## src/sv/owtr_pkg.sv

```systemverilog
// Package: shared types and constants for the 1-Wire temperature read master
`timescale 1ns / 1ps
`default_nettype none
package owtr_pkg;

  localparam int unsigned OWTR_READ_BYTES = 2;
  localparam int unsigned CFG_IDX_W       = 3;
  localparam int unsigned CFG_DATA_W      = 10;
  localparam int unsigned TICK_W          = 10;
  localparam int unsigned SLOT_W          = 8;
  localparam int unsigned TEMP_W          = 16;

  localparam logic [TICK_W-1:0] RST_LOW_DEF   = 10'd500;
  localparam logic [TICK_W-1:0] PRES_WAIT_DEF = 10'd60;
  localparam logic [TICK_W-1:0] RECOV_DEF     = 10'd240;
  localparam logic [SLOT_W-1:0] WR_SHORT_DEF  = 8'd2;
  localparam logic [SLOT_W-1:0] WR_LONG_DEF   = 8'd60;
  localparam logic [SLOT_W-1:0] RD_LOW_DEF    = 8'd1;
  localparam logic [SLOT_W-1:0] RD_REL_DEF    = 8'd1;
  localparam logic [SLOT_W-1:0] RD_TAIL_DEF   = 8'd50;

  typedef enum logic [CFG_IDX_W-1:0] {
    CFG_RST_LOW   = 3'd0,
    CFG_PRES_WAIT = 3'd1,
    CFG_RECOV     = 3'd2,
    CFG_WR_SHORT  = 3'd3,
    CFG_WR_LONG   = 3'd4,
    CFG_RD_LOW    = 3'd5,
    CFG_RD_REL    = 3'd6,
    CFG_RD_TAIL   = 3'd7
  } cfg_idx_e;

  typedef enum logic [8:0] {
    PH_IDLE      = 9'b000000001,
    PH_RST_LOW   = 9'b000000010,
    PH_RST_WAIT  = 9'b000000100,
    PH_RST_RECOV = 9'b000001000,
    PH_WR_LOW    = 9'b000010000,
    PH_WR_HIGH   = 9'b000100000,
    PH_RD_LOW    = 9'b001000000,
    PH_RD_REL    = 9'b010000000,
    PH_RD_TAIL   = 9'b100000000
  } phase_e;

  typedef struct packed {
    logic [TICK_W-1:0] reset_low_ticks;
    logic [TICK_W-1:0] presence_wait_ticks;
    logic [TICK_W-1:0] recovery_ticks;
    logic [SLOT_W-1:0] write_short_ticks;
    logic [SLOT_W-1:0] write_long_ticks;
    logic [SLOT_W-1:0] read_low_ticks;
    logic [SLOT_W-1:0] read_release_ticks;
    logic [SLOT_W-1:0] read_tail_ticks;
  } cfg_t;

  typedef struct packed {
    logic              drive_low;
    logic              busy_res;
    logic              done_res;
    logic              no_presence;
    logic [TEMP_W-1:0] temperature_raw;
  } res_t;

endpackage
`default_nettype wire

```

## src/sv/owtr_in_if.sv

```systemverilog
// Interface: request channel carrying one tick item
`timescale 1ns / 1ps
`default_nettype none
interface owtr_in_if;
  logic valid;
  logic ready;
  logic start_req;
  logic line_level;

  modport source (output valid, output start_req, output line_level, input ready);
  modport sink (input valid, input start_req, input line_level, output ready);
endinterface
`default_nettype wire

```

## src/sv/owtr_out_if.sv

```systemverilog
// Interface: result channel carrying line drive, status and temperature word
`timescale 1ns / 1ps
`default_nettype none
interface owtr_out_if;
  logic        valid;
  logic        ready;
  logic        drive_low;
  logic        busy_res;
  logic        done_res;
  logic        no_presence;
  logic [15:0] temperature_raw;

  modport source (
    output valid, output drive_low, output busy_res, output done_res,
    output no_presence, output temperature_raw, input ready
  );
  modport sink (
    input valid, input drive_low, input busy_res, input done_res,
    input no_presence, input temperature_raw, output ready
  );
endinterface
`default_nettype wire

```

## src/sv/one_wire_temperature_read_master_top.sv

```systemverilog
// Top level: 1-Wire temperature read master with timing registers and result register
//
// Usage:
//   req_i carries one tick request per bus microsecond: start_req and the
//   sampled line_level. res_o returns exactly one result per request: the
//   line drive, busy, a done pulse, a no-presence pulse and the last good
//   temperature word (first byte in 7:0, second in 15:8).
//   The result of a request accepted at one edge is registered and valid
//   after that edge. Throughput is one request per clock while res_o.ready
//   stays high; the per-tick phase step and slot counter sit between the
//   sequencer state and the result register.
//   cfg_we_i/cfg_idx_i/cfg_data_i write the eight timing registers, to be
//   used while no transaction is running.
//   Reset puts the sequencer in idle, clears the temperature word and loads
//   the default timings.
//   When the receiver holds res_o.ready low with a result pending, req_i.ready
//   drops and the sequencer state holds until the result is taken.
`timescale 1ns / 1ps
`default_nettype none
module one_wire_temperature_read_master_top import owtr_pkg::*; #(
  parameter int unsigned READ_BYTES = OWTR_READ_BYTES
) (
  input  wire logic                  clk_i,
  input  wire logic                  rst_ni,
  owtr_in_if.sink                    req_i,
  owtr_out_if.source                 res_o,
  input  wire logic                  cfg_we_i,
  input  wire logic [CFG_IDX_W-1:0]  cfg_idx_i,
  input  wire logic [CFG_DATA_W-1:0] cfg_data_i
);

  cfg_t cfg_q;
  res_t res_d;
  res_t res_q;
  logic out_vld_q;
  logic accept;

  assign req_i.ready = !out_vld_q || res_o.ready;
  assign accept      = req_i.valid && req_i.ready;

  always_ff @(posedge clk_i or negedge rst_ni) begin
    if (!rst_ni) begin
      cfg_q.reset_low_ticks     <= RST_LOW_DEF;
      cfg_q.presence_wait_ticks <= PRES_WAIT_DEF;
      cfg_q.recovery_ticks      <= RECOV_DEF;
      cfg_q.write_short_ticks   <= WR_SHORT_DEF;
      cfg_q.write_long_ticks    <= WR_LONG_DEF;
      cfg_q.read_low_ticks      <= RD_LOW_DEF;
      cfg_q.read_release_ticks  <= RD_REL_DEF;
      cfg_q.read_tail_ticks     <= RD_TAIL_DEF;
    end else if (cfg_we_i) begin
      case (cfg_idx_e'(cfg_idx_i))
        CFG_RST_LOW:   cfg_q.reset_low_ticks     <= cfg_data_i;
        CFG_PRES_WAIT: cfg_q.presence_wait_ticks <= cfg_data_i;
        CFG_RECOV:     cfg_q.recovery_ticks      <= cfg_data_i;
        CFG_WR_SHORT:  cfg_q.write_short_ticks   <= cfg_data_i[SLOT_W-1:0];
        CFG_WR_LONG:   cfg_q.write_long_ticks    <= cfg_data_i[SLOT_W-1:0];
        CFG_RD_LOW:    cfg_q.read_low_ticks      <= cfg_data_i[SLOT_W-1:0];
        CFG_RD_REL:    cfg_q.read_release_ticks  <= cfg_data_i[SLOT_W-1:0];
        CFG_RD_TAIL:   cfg_q.read_tail_ticks     <= cfg_data_i[SLOT_W-1:0];
        default:       cfg_q <= cfg_q;
      endcase
    end
  end

  owtr_core #(
    .READ_BYTES (READ_BYTES)
  ) u_core (
    .clk_i   (clk_i),
    .rst_ni  (rst_ni),
    .adv_i   (accept),
    .start_i (req_i.start_req),
    .level_i (req_i.line_level),
    .cfg_i   (cfg_q),
    .res_o   (res_d)
  );

  always_ff @(posedge clk_i or negedge rst_ni) begin
    if (!rst_ni) begin
      out_vld_q <= 1'b0;
    end else if (accept) begin
      out_vld_q <= 1'b1;
    end else if (res_o.ready) begin
      out_vld_q <= 1'b0;
    end
  end

  always_ff @(posedge clk_i) begin
    if (accept) begin
      res_q <= res_d;
    end
  end

  assign res_o.valid           = out_vld_q;
  assign res_o.drive_low       = res_q.drive_low;
  assign res_o.busy_res        = res_q.busy_res;
  assign res_o.done_res        = res_q.done_res;
  assign res_o.no_presence     = res_q.no_presence;
  assign res_o.temperature_raw = res_q.temperature_raw;

`ifndef SYNTH
  a_end_exclusive: assert property (@(posedge clk_i) disable iff (!rst_ni)
    out_vld_q |-> !(res_q.done_res && res_q.no_presence))
    else $error("done and no_presence in the same result");

  a_end_not_busy: assert property (@(posedge clk_i) disable iff (!rst_ni)
    (out_vld_q && (res_q.done_res || res_q.no_presence)) |-> !res_q.busy_res)
    else $error("transaction end reported while busy");

  a_stall_blocks_req: assert property (@(posedge clk_i) disable iff (!rst_ni)
    (out_vld_q && !res_o.ready) |-> !req_i.ready)
    else $error("request taken while result stalled");

  a_stall_holds: assert property (@(posedge clk_i) disable iff (!rst_ni)
    (out_vld_q && !res_o.ready) |=> (out_vld_q && $stable(res_q)))
    else $error("pending result lost or changed under stall");
`endif

endmodule
`default_nettype wire

```

## src/sv/owtr_core.sv

```systemverilog
// Bus sequencer: phase state, slot timing, command bits and read-bit capture
`timescale 1ns / 1ps
`default_nettype none
module owtr_core import owtr_pkg::*; #(
  parameter int unsigned READ_BYTES = OWTR_READ_BYTES
) (
  input  wire logic clk_i,
  input  wire logic rst_ni,
  input  wire logic adv_i,
  input  wire logic start_i,
  input  wire logic level_i,
  input  wire cfg_t cfg_i,
  output res_t      res_o
);

  localparam int unsigned BYTE_W =
    ($clog2(READ_BYTES + 1) > 3) ? $clog2(READ_BYTES + 1) : 3;

  phase_e              phase_q, phase_d;
  logic [TICK_W-1:0]   tick_q, tick_d;
  logic [2:0]          bit_q, bit_d;
  logic [BYTE_W-1:0]   byte_q, byte_d;
  logic [TEMP_W-1:0]   shift_q, shift_d;
  logic [TEMP_W-1:0]   held_q, held_d;
  logic                miss_q, miss_d;
  logic [TICK_W-1:0]   dur;
  logic [TICK_W-1:0]   tick_inc;
  logic                wbit;
  logic                drive;
  logic                done;
  logic                abort_p;
  logic [2:0]          bit_old;

  function automatic logic [TICK_W-1:0] at_least_one(input logic [TICK_W-1:0] d);
    return (d == '0) ? TICK_W'(1) : d;
  endfunction

  function automatic logic cmd_bit(input logic [1:0] byi, input logic [2:0] bi);
    logic [7:0] cmd;
    case (byi)
      2'd0:    cmd = 8'hCC;
      2'd1:    cmd = 8'h44;
      2'd2:    cmd = 8'hCC;
      default: cmd = 8'hBE;
    endcase
    return cmd[bi];
  endfunction

  always_comb begin
    phase_d = phase_q;
    tick_d  = tick_q;
    bit_d   = bit_q;
    byte_d  = byte_q;
    shift_d = shift_q;
    held_d  = held_q;
    miss_d  = miss_q;
    drive   = 1'b0;
    done    = 1'b0;
    abort_p = 1'b0;
    dur     = TICK_W'(1);
    bit_old = bit_q;

    if (phase_q == PH_IDLE && start_i) begin
      byte_d  = '0;
      bit_d   = '0;
      miss_d  = 1'b0;
      phase_d = PH_RST_LOW;
      tick_d  = '0;
    end

    wbit = cmd_bit(byte_d[1:0], bit_d);

    case (phase_d)
      PH_RST_LOW:   dur = at_least_one(cfg_i.reset_low_ticks);
      PH_RST_WAIT:  dur = at_least_one(cfg_i.presence_wait_ticks);
      PH_RST_RECOV: begin
        if (tick_d == '0) miss_d = level_i;
        dur = at_least_one(cfg_i.recovery_ticks);
      end
      PH_WR_LOW: begin
        dur = at_least_one(TICK_W'(wbit ? cfg_i.write_short_ticks
                                        : cfg_i.write_long_ticks));
      end
      PH_WR_HIGH: begin
        dur = at_least_one(TICK_W'(wbit ? cfg_i.write_long_ticks
                                        : cfg_i.write_short_ticks));
      end
      PH_RD_LOW:    dur = at_least_one(TICK_W'(cfg_i.read_low_ticks));
      PH_RD_REL:    dur = at_least_one(TICK_W'(cfg_i.read_release_ticks));
      PH_RD_TAIL: begin
        if (tick_d == '0 && level_i && byte_d < BYTE_W'(2)) begin
          shift_d[{byte_d[0], bit_d}] = 1'b1;
        end
        dur = at_least_one(TICK_W'(cfg_i.read_tail_ticks));
      end
      default: phase_d = PH_IDLE;
    endcase

    drive = (phase_d == PH_RST_LOW) || (phase_d == PH_WR_LOW) || (phase_d == PH_RD_LOW);
    tick_inc = tick_d + TICK_W'(1);
    bit_old  = bit_d;

    if (phase_d != PH_IDLE) begin
      tick_d = tick_inc;
      if (tick_inc >= dur) begin
        tick_d = '0;
        case (phase_d)
          PH_RST_LOW:  phase_d = PH_RST_WAIT;
          PH_RST_WAIT: phase_d = PH_RST_RECOV;
          PH_RST_RECOV: begin
            if (miss_d) begin
              abort_p = 1'b1;
              phase_d = PH_IDLE;
            end else begin
              bit_d   = '0;
              phase_d = PH_WR_LOW;
            end
          end
          PH_WR_LOW: phase_d = PH_WR_HIGH;
          PH_WR_HIGH: begin
            bit_d = bit_old + 3'd1;
            if (bit_old != 3'd7) begin
              phase_d = PH_WR_LOW;
            end else begin
              byte_d = byte_d + BYTE_W'(1);
              if (byte_d == BYTE_W'(2)) begin
                phase_d = PH_RST_LOW;
              end else if (byte_d >= BYTE_W'(4)) begin
                byte_d  = '0;
                shift_d = '0;
                phase_d = PH_RD_LOW;
              end else begin
                phase_d = PH_WR_LOW;
              end
            end
          end
          PH_RD_LOW: begin
            phase_d = (cfg_i.read_release_ticks == '0) ? PH_RD_TAIL : PH_RD_REL;
          end
          PH_RD_REL: phase_d = PH_RD_TAIL;
          PH_RD_TAIL: begin
            bit_d = bit_old + 3'd1;
            if (bit_old != 3'd7) begin
              phase_d = PH_RD_LOW;
            end else begin
              byte_d = byte_d + BYTE_W'(1);
              if (byte_d >= BYTE_W'(READ_BYTES)) begin
                held_d  = shift_d;
                done    = 1'b1;
                phase_d = PH_IDLE;
              end else begin
                phase_d = PH_RD_LOW;
              end
            end
          end
          default: phase_d = PH_IDLE;
        endcase
      end
    end

    res_o.drive_low       = drive;
    res_o.busy_res        = (phase_d != PH_IDLE);
    res_o.done_res        = done;
    res_o.no_presence     = abort_p;
    res_o.temperature_raw = held_d;
  end

  always_ff @(posedge clk_i or negedge rst_ni) begin
    if (!rst_ni) begin
      phase_q <= PH_IDLE;
      tick_q  <= '0;
      bit_q   <= '0;
      byte_q  <= '0;
      shift_q <= '0;
      held_q  <= '0;
      miss_q  <= 1'b0;
    end else if (adv_i) begin
      phase_q <= phase_d;
      tick_q  <= tick_d;
      bit_q   <= bit_d;
      byte_q  <= byte_d;
      shift_q <= shift_d;
      held_q  <= held_d;
      miss_q  <= miss_d;
    end
  end

endmodule
`default_nettype wire

```

## src/flat_wrapper.sv

```systemverilog
// flat-port wrapper written by rule: the top's interface ports become plain ports
module one_wire_temperature_read_master_top_flat import owtr_pkg::*;
#(
  parameter int unsigned READ_BYTES = OWTR_READ_BYTES
)
  (clk_i, rst_ni, cfg_we_i, cfg_idx_i, cfg_data_i, req_i_valid, req_i_start_req, req_i_line_level, req_i_ready, res_o_valid, res_o_drive_low, res_o_busy_res, res_o_done_res, res_o_no_presence, res_o_temperature_raw, res_o_ready);
  owtr_in_if req_i_i ();
  owtr_out_if res_o_i ();
  input  wire logic clk_i;
  input  wire logic rst_ni;
  input  wire logic cfg_we_i;
  input  wire logic [CFG_IDX_W-1:0] cfg_idx_i;
  input  wire logic [CFG_DATA_W-1:0] cfg_data_i;
  input wire logic [$bits(req_i_i.valid)-1:0] req_i_valid;
  input wire logic [$bits(req_i_i.start_req)-1:0] req_i_start_req;
  input wire logic [$bits(req_i_i.line_level)-1:0] req_i_line_level;
  output wire logic [$bits(req_i_i.ready)-1:0] req_i_ready;
  output wire logic [$bits(res_o_i.valid)-1:0] res_o_valid;
  output wire logic [$bits(res_o_i.drive_low)-1:0] res_o_drive_low;
  output wire logic [$bits(res_o_i.busy_res)-1:0] res_o_busy_res;
  output wire logic [$bits(res_o_i.done_res)-1:0] res_o_done_res;
  output wire logic [$bits(res_o_i.no_presence)-1:0] res_o_no_presence;
  output wire logic [$bits(res_o_i.temperature_raw)-1:0] res_o_temperature_raw;
  input wire logic [$bits(res_o_i.ready)-1:0] res_o_ready;
  assign req_i_i.valid = req_i_valid;
  assign req_i_i.start_req = req_i_start_req;
  assign req_i_i.line_level = req_i_line_level;
  assign req_i_ready = req_i_i.ready;
  assign res_o_valid = res_o_i.valid;
  assign res_o_drive_low = res_o_i.drive_low;
  assign res_o_busy_res = res_o_i.busy_res;
  assign res_o_done_res = res_o_i.done_res;
  assign res_o_no_presence = res_o_i.no_presence;
  assign res_o_temperature_raw = res_o_i.temperature_raw;
  assign res_o_i.ready = res_o_ready;
  one_wire_temperature_read_master_top #(.READ_BYTES(READ_BYTES)) u_core (.clk_i(clk_i), .rst_ni(rst_ni), .req_i(req_i_i), .res_o(res_o_i), .cfg_we_i(cfg_we_i), .cfg_idx_i(cfg_idx_i), .cfg_data_i(cfg_data_i));
endmodule
```

## config.mk

```make
export PLATFORM = sky130hd
export DESIGN_NAME = one_wire_temperature_read_master_top_flat
export DESIGN_NICKNAME = d
export VERILOG_FILES = /design/src/sv/owtr_pkg.sv /design/src/sv/owtr_in_if.sv /design/src/sv/owtr_out_if.sv /design/src/sv/one_wire_temperature_read_master_top.sv /design/src/sv/owtr_core.sv /design/src/flat_wrapper.sv
export SDC_FILE = /design/constraint.sdc
export NUM_CORES = 1
export LEC_CHECK = 0
export ABC_AREA = 1
export BUFFER_PORTS_ARGS = -buffer_cell sky130_fd_sc_hd__buf_4
export CAP_MARGIN = 20
export CORE_ASPECT_RATIO = 1.5
export CORE_UTILIZATION = 50
export CTS_BUF_LIST = sky130_fd_sc_hd__clkbuf_16
export DETAILED_ROUTE_END_ITERATION = 8
export PLACE_DENSITY = 0.7
export SYNTH_ARGS = -nofsm -noshare
export SYNTH_HDL_FRONTEND = slang
export SYNTH_HIERARCHICAL = 1
export SYNTH_SLANG_ARGS = --single-unit
```

## constraint.sdc

```tcl
create_clock -name clk_i -period 3.8 [get_ports clk_i]
set_input_delay 1.14 -clock clk_i [delete_from_list [all_inputs] [get_ports clk_i]]
set_output_delay 1.14 -clock clk_i [all_outputs]
set_load 0.05 [all_outputs]
```

Word level (Yosys, flattened, before mapping)
Cells that the tools add are included.
Widths: inputs -> output; s select.
{ "op_classes": {"add_sub_neg": 3, "n_lt_le_gt_ge": 7, "eq_ne": 30, "n_mux": 64, "bitwise_logic": 4, "reduce_logical": 34} }
{ "op_table": {"columns": ["cell", "count"], "rows": [
  ["$mux 16", 13],
  ["$pmux 10 s8", 1],
  ["$pmux 9 s8", 1],
  ["$logic_not 10->1", 6],
  ["$mux 10", 6],
  ["$mux 8", 7],
  ["$mux 9", 5],
  ["$mux 7", 5],
  ["$mux 3", 11],
  ["$logic_not 8->1", 3],
  ["$eq 9x2->1 const B", 2],
  ["$eq 9x3->1 const B", 2],
  ["$eq 9x4->1 const B", 2],
  ["$eq 9x5->1 const B", 2],
  ["$eq 9x6->1 const B", 2],
  ["$eq 9x7->1 const B", 2],
  ["$eq 9x8->1 const B", 2],
  ["$eq 9x9->1 const B", 2],
  ["$ne 9x1->1 const B", 2],
  ["$or 16x16->16", 1],
  ["$pmux 8 s2", 1],
  ["$reduce_and 2->1", 8],
  ["$eq 3x3->1 const B", 4],
  ["$pmux 3 s2", 2],
  ["30 further kinds", 50]
]} }
{ "totals": {"regBits": 149, "inputBits": 20, "out_inout_bits": 22, "wordCells": 163} }

Logic depth before layout (Yosys ltp)
{ "logic_depth": {"depth_word": 16, "depth_mapped": 35, "depth_no_buf": 33} }

Modules after synthesis
The synthesis kept the hierarchy.
{ "by_module_without_submodules": {"columns": ["mod", "instances", "cells_per_inst", "area_each_um2", "seq_area_each_um2"], "rows": [
  ["owtr_core", 1, 767, 5064.9, 1452.6],
  ["one_wire_temperature_read_master_top", 1, 349, 3494.6, 2407.3]
]} }

Worst setup path before layout
Ideal clock, no wire load.
{ "synth_path": {"kind": "in2reg", "from": "in req_i_start_req", "to": "reg u_core.res_q (netlist bit u_core/res_o.busy_res) (data pin)", "setup_ns": 0.260, "arrival_ns": 4.203, "t_required_ns": 3.540, "slack_ns": -0.663, "cell_stages": 27, "n_path_buf": 3, "path_cell_list": "nand2_1 > nor2_1 > nand3_2 > buf_6 > nand2_1 > inv_1 > ha_1 > o2111ai_1 > nand2_1 > buf_2 > o21ai_1 > nand3_1 > nor2_1 > nand2_1 > nand2_1 > nand2_1 > nand2_1 > ha_1 > nand2_1 > nor2_1 > nand3_1 > nand4_1 > nand2_4 > buf_2 > inv_2 > nand3_1 > nand2_1"} }
{ "synth_rtl": {"columns": ["element", "line", "rtl"], "rows": [
  ["from (decl)", "flat_wrapper.sv:15", "input wire logic [$bits(req_i_i.start_req)-1:0] req_i_start_req;"],
  ["to (signal assigned)", "one_wire_temperature_read_master_top.sv:90", "res_q <= res_d;"],
  ["to (decl)", "one_wire_temperature_read_master_top.sv:34", "res_t res_q;"]
]} }

==> impl_metrics.env <==
export IMPL_gr_usage_all_layers_pct=30.0
export IMPL_multi_input_comb_area_um2=4520
export IMPL_ant_nets=0
export IMPL_ys_async_sr_fraction_pct=86.6
export IMPL_status="complete, but fails checks"
export IMPL_fin_area_um2=11000
export IMPL_tns_ps=-26840
export IMPL_clk_latency_ps=430
export IMPL_setup_violations=76
export IMPL_postPlaceCellArea_um2=9860
export IMPL_wl_per_cell_um=17.3
export IMPL_antenna_cells=0
export IMPL_fin_cells=1466
export IMPL_rrSetupSlack_ps=-300
export IMPL_p_int_mw=4.06
export IMPL_cts_tree="done"
export IMPL_synth_edf_count=20
export IMPL_critPathLaunch="req_i_start_req"
export IMPL_power_mw=6.56
export IMPL_period_needed_ps=4250
export IMPL_antenna_found_initial=0
export IMPL_synth_top_cell_area_share_pct=30.4
export IMPL_p_switching_mw=2.49
export IMPL_cp_slowest_cell="ha_4"
export IMPL_worst_setup_path_type="primary input to flip-flop"
export IMPL_layout_commonest_cell="nand2_1"
export IMPL_drt_iter0_markers=519
export IMPL_cp_required_ps=4100
export IMPL_wl_mm=25.4
export IMPL_syn2layout_area_growth_pct=28.9
export IMPL_synth_seq_cells=149
export IMPL_layout_drive_gt1_share_pct=27.7
export IMPL_dieHeight_um=162
export IMPL_core_area_um2=16800
export IMPL_grt_overflow=0
export IMPL_violations="setup timing"
export IMPL_power_density_nw_per_um2=594
export IMPL_worst_slack_ps=-453
export IMPL_ys_seq_area_share_pct=45.1
export IMPL_fmax_ghz=0.235
export IMPL_cts_root_buf="clkbuf_16"
export IMPL_synth_largest_area_cell="dfrtp_1"
export IMPL_tightestPinTransition_ps=906
export IMPL_clockPowerShare_pct=26.3
export IMPL_period_share_pct=112
export IMPL_grt_pass1_wl_mm=40.1
export IMPL_yosys_cell_types_count=48
export IMPL_synth_cells=1116
export IMPL_via_per_inst=5.57
export IMPL_maxSlewHeadroom_pct=39.5
export IMPL_first_pass_iters=7
export IMPL_portBuffers=41
export IMPL_end_kind="flip-flop"
export IMPL_power_frac_comb_pct=40.2
export IMPL_rows=58
export IMPL_start_util_pct=51.1
export IMPL_synth_area_leaders="dfrtp_1 30%, nand2_1 16%, dfstp_2 7.7%, edfxtp_1 7.0%, inv_1 5.1%"
export IMPL_place_hpwl_mm=17.9
export IMPL_cp_max_fo=8
export IMPL_peakVddDrop_mv=0.352
export IMPL_cpMostUsedCell="nor2_4"
export IMPL_hold_viol=0
export IMPL_layout_common_cells="340 x nand2_1, 129 x buf_4, 112 x inv_1"
export IMPL_synth_nets=1157
export IMPL_drv_slew=0
export IMPL_r2r_start="u_core/u_core/phase_q[0]$_DFFE_PN1P_"
export IMPL_clkTransAtPathRegs_ps=70
export IMPL_start_kind="primary input"
export IMPL_cts_buffers=17
export IMPL_die_area_um2=17700
export IMPL_vias=8170
export IMPL_seq_area_um2=3860
export IMPL_power_leakage_nw=5.38
export IMPL_rsz0062_at_grt="true"
export IMPL_die_w_um=109
export IMPL_whs_path_depth=2
export IMPL_grt_pass1_vias=8002
export IMPL_cpPeakStageDelay_ps=280
export IMPL_h_tree_depth=4
export IMPL_ys_warn_count=6
export IMPL_critPathArrivalTime_ps=4560
export IMPL_hold_slack_ps=464
export IMPL_ctsLongestPathBuffers=2
export IMPL_cp_endpoint="u_core/u_core/held_q[4]$_DFFE_PN0P_"
export IMPL_r2r_end="u_core/u_core/held_q[4]$_DFFE_PN0P_"
export IMPL_grt_max_degree=113
export IMPL_switching_share_pct=38.1
export IMPL_gp_congestion=0.938
export IMPL_synth_ff_type="dfrtp_1"
export IMPL_drc=0
export IMPL_p_seq_share_pct=33.6
export IMPL_numClockSinks=149
export IMPL_fill_cells=1455
export IMPL_cap_violations=0
export IMPL_nNetsFinal=1284
export IMPL_reg2reg_depth=27
export IMPL_place_inst=1421
export IMPL_io_pins=42
export IMPL_syn_avg_cell_area_um2=7.67
export IMPL_finClkSkew_ps=10.2
export IMPL_synthesis_area_um2=8560
export IMPL_hold_path_class="flip-flop to flip-flop"
## repair_timing
action | CTS | global route
hold buffers | 0 | 0
setup endpoints to repair | 76 | 76
gates cloned | 2 | 1
pin swaps | 28 | 35
buffers inserted | 7 | 6
gates resized for setup | 38 | 57
## stage by stage
step / worst slack, ps / utilization [%]
2_1_floorplan: -348 / -
3_3_place_gp: -1030 / 58.8
3_5_place_dp: -1200 / 58.8
4_1_cts: -385 / 63.9
5_1_grt: -553 / 65.8
6_report: -453 / 65.8
## routing by layer
metal / routed length, um / track usage, % / part of all wire [%]
met5: 0 / 0 / 0
met1: 9450 / 32.8 / 37
met4: 1710 / 21.2 / 6.7
met3: 952 / 4.01 / 3.7
met2: 13300 / 52.6 / 52
## cell usage after synthesis (all sizes together) (4+ instances only)
| cell type | count |
|---|---|
| nor3 | 14 |
| nand3 | 76 |
| o221ai | 5 |
| o211ai | 7 |
| dfrtp | 104 |
| o21ai | 58 |
| xor2 | 4 |
| nand4 | 22 |
| nand3b | 5 |
| a211oi | 5 |
| buf | 33 |
| ha | 21 |
| a21oi | 29 |
| a221oi | 7 |
| a22oi | 6 |
| dfstp | 25 |
| nand2 | 390 |
| nor2 | 100 |
| nor4 | 5 |
| o21a | 5 |
| edfxtp | 20 |
| inv | 130 |
| o22ai | 20 |
| clkbuf | 10 |
| a31oi | 5 |
## cell type report
type | instances | share of cell area (%)
clock buffers | 18 | 4.08
clock inverters | 14 | 1.33
inverters | 130 | 4.58
multi-input cells | 796 | 41.0
flip-flops and latches | 149 | 35.0
well taps | 210 | 2.38
repair buffers | 149 | 11.7
## logic make-up (layout without fill, tap and decap cells)
logic type / after synthesis / count (layout) / share of synthesized area, %
AND/OR/NAND/NOR: 615 / 617 / 31.0
adder cells (fa/ha/maj): 21 / 21 / 3.07
AO/OA/AOI/OAI: 152 / 152 / 11.4
flip-flops: 149 / 149 / 45.1
XOR/XNOR: 6 / 6 / 0.702
buffers and inverters: 173 / 311 / 8.73
## critical path: cells and delay by family
kind            cells  cell delay, ps
compound gates      4             390
simple gates       16            1660
fa+ha+maj           2             440
buf+inv             8             890
## power by group through the flow
stage | Clock [mW] | Sequential [mW] | Combinational, mW
floorplan | 0 | 2.24 | 1.41
global placement | 0 | 2.21 | 2.19
detailed placement | 0 | 2.22 | 2.22
CTS | 1.75 | 2.19 | 2.36
global route | 1.81 | 2.23 | 2.89
finish | 1.72 | 2.20 | 2.63
## worst min path at each step
stage,slack (ps),start,end
detailed placement,460,u_core/cfg_q[4]$_DFFE_PN1P_,u_core/cfg_q[4]$_DFFE_PN1P_
finish,460,u_core/cfg_q[27]$_DFFE_PN1P_,u_core/cfg_q[27]$_DFFE_PN1P_
global placement,450,u_core/cfg_q[29]$_DFFE_PN1P_,u_core/cfg_q[29]$_DFFE_PN1P_
CTS,470,u_core/cfg_q[4]$_DFFE_PN1P_,u_core/cfg_q[4]$_DFFE_PN1P_
floorplan,440,u_core/cfg_q[0]$_DFFE_PN0P_,u_core/cfg_q[0]$_DFFE_PN0P_
global route,480,u_core/cfg_q[16]$_DFFE_PN1P_,u_core/cfg_q[16]$_DFFE_PN1P_
## sequential cells by signal, indices dropped and copies added, names as in the netlist
signal,count
u_core/cfg_q,70
u_core/res_o.busy_res,1
u_core/res_o.done_res,1
u_core/res_o.drive_low,1
u_core/res_o.no_presence,1
u_core/res_o.temperature_raw,16
u_core/res_o.valid,1
u_core/u_core/bit_q,3
u_core/u_core/byte_q,3
u_core/u_core/held_q,16
u_core/u_core/miss_q,1
u_core/u_core/phase_q,9
u_core/u_core/shift_q,16
u_core/u_core/tick_q,10
Note: power is estimated with default switching activity, not from simulation.
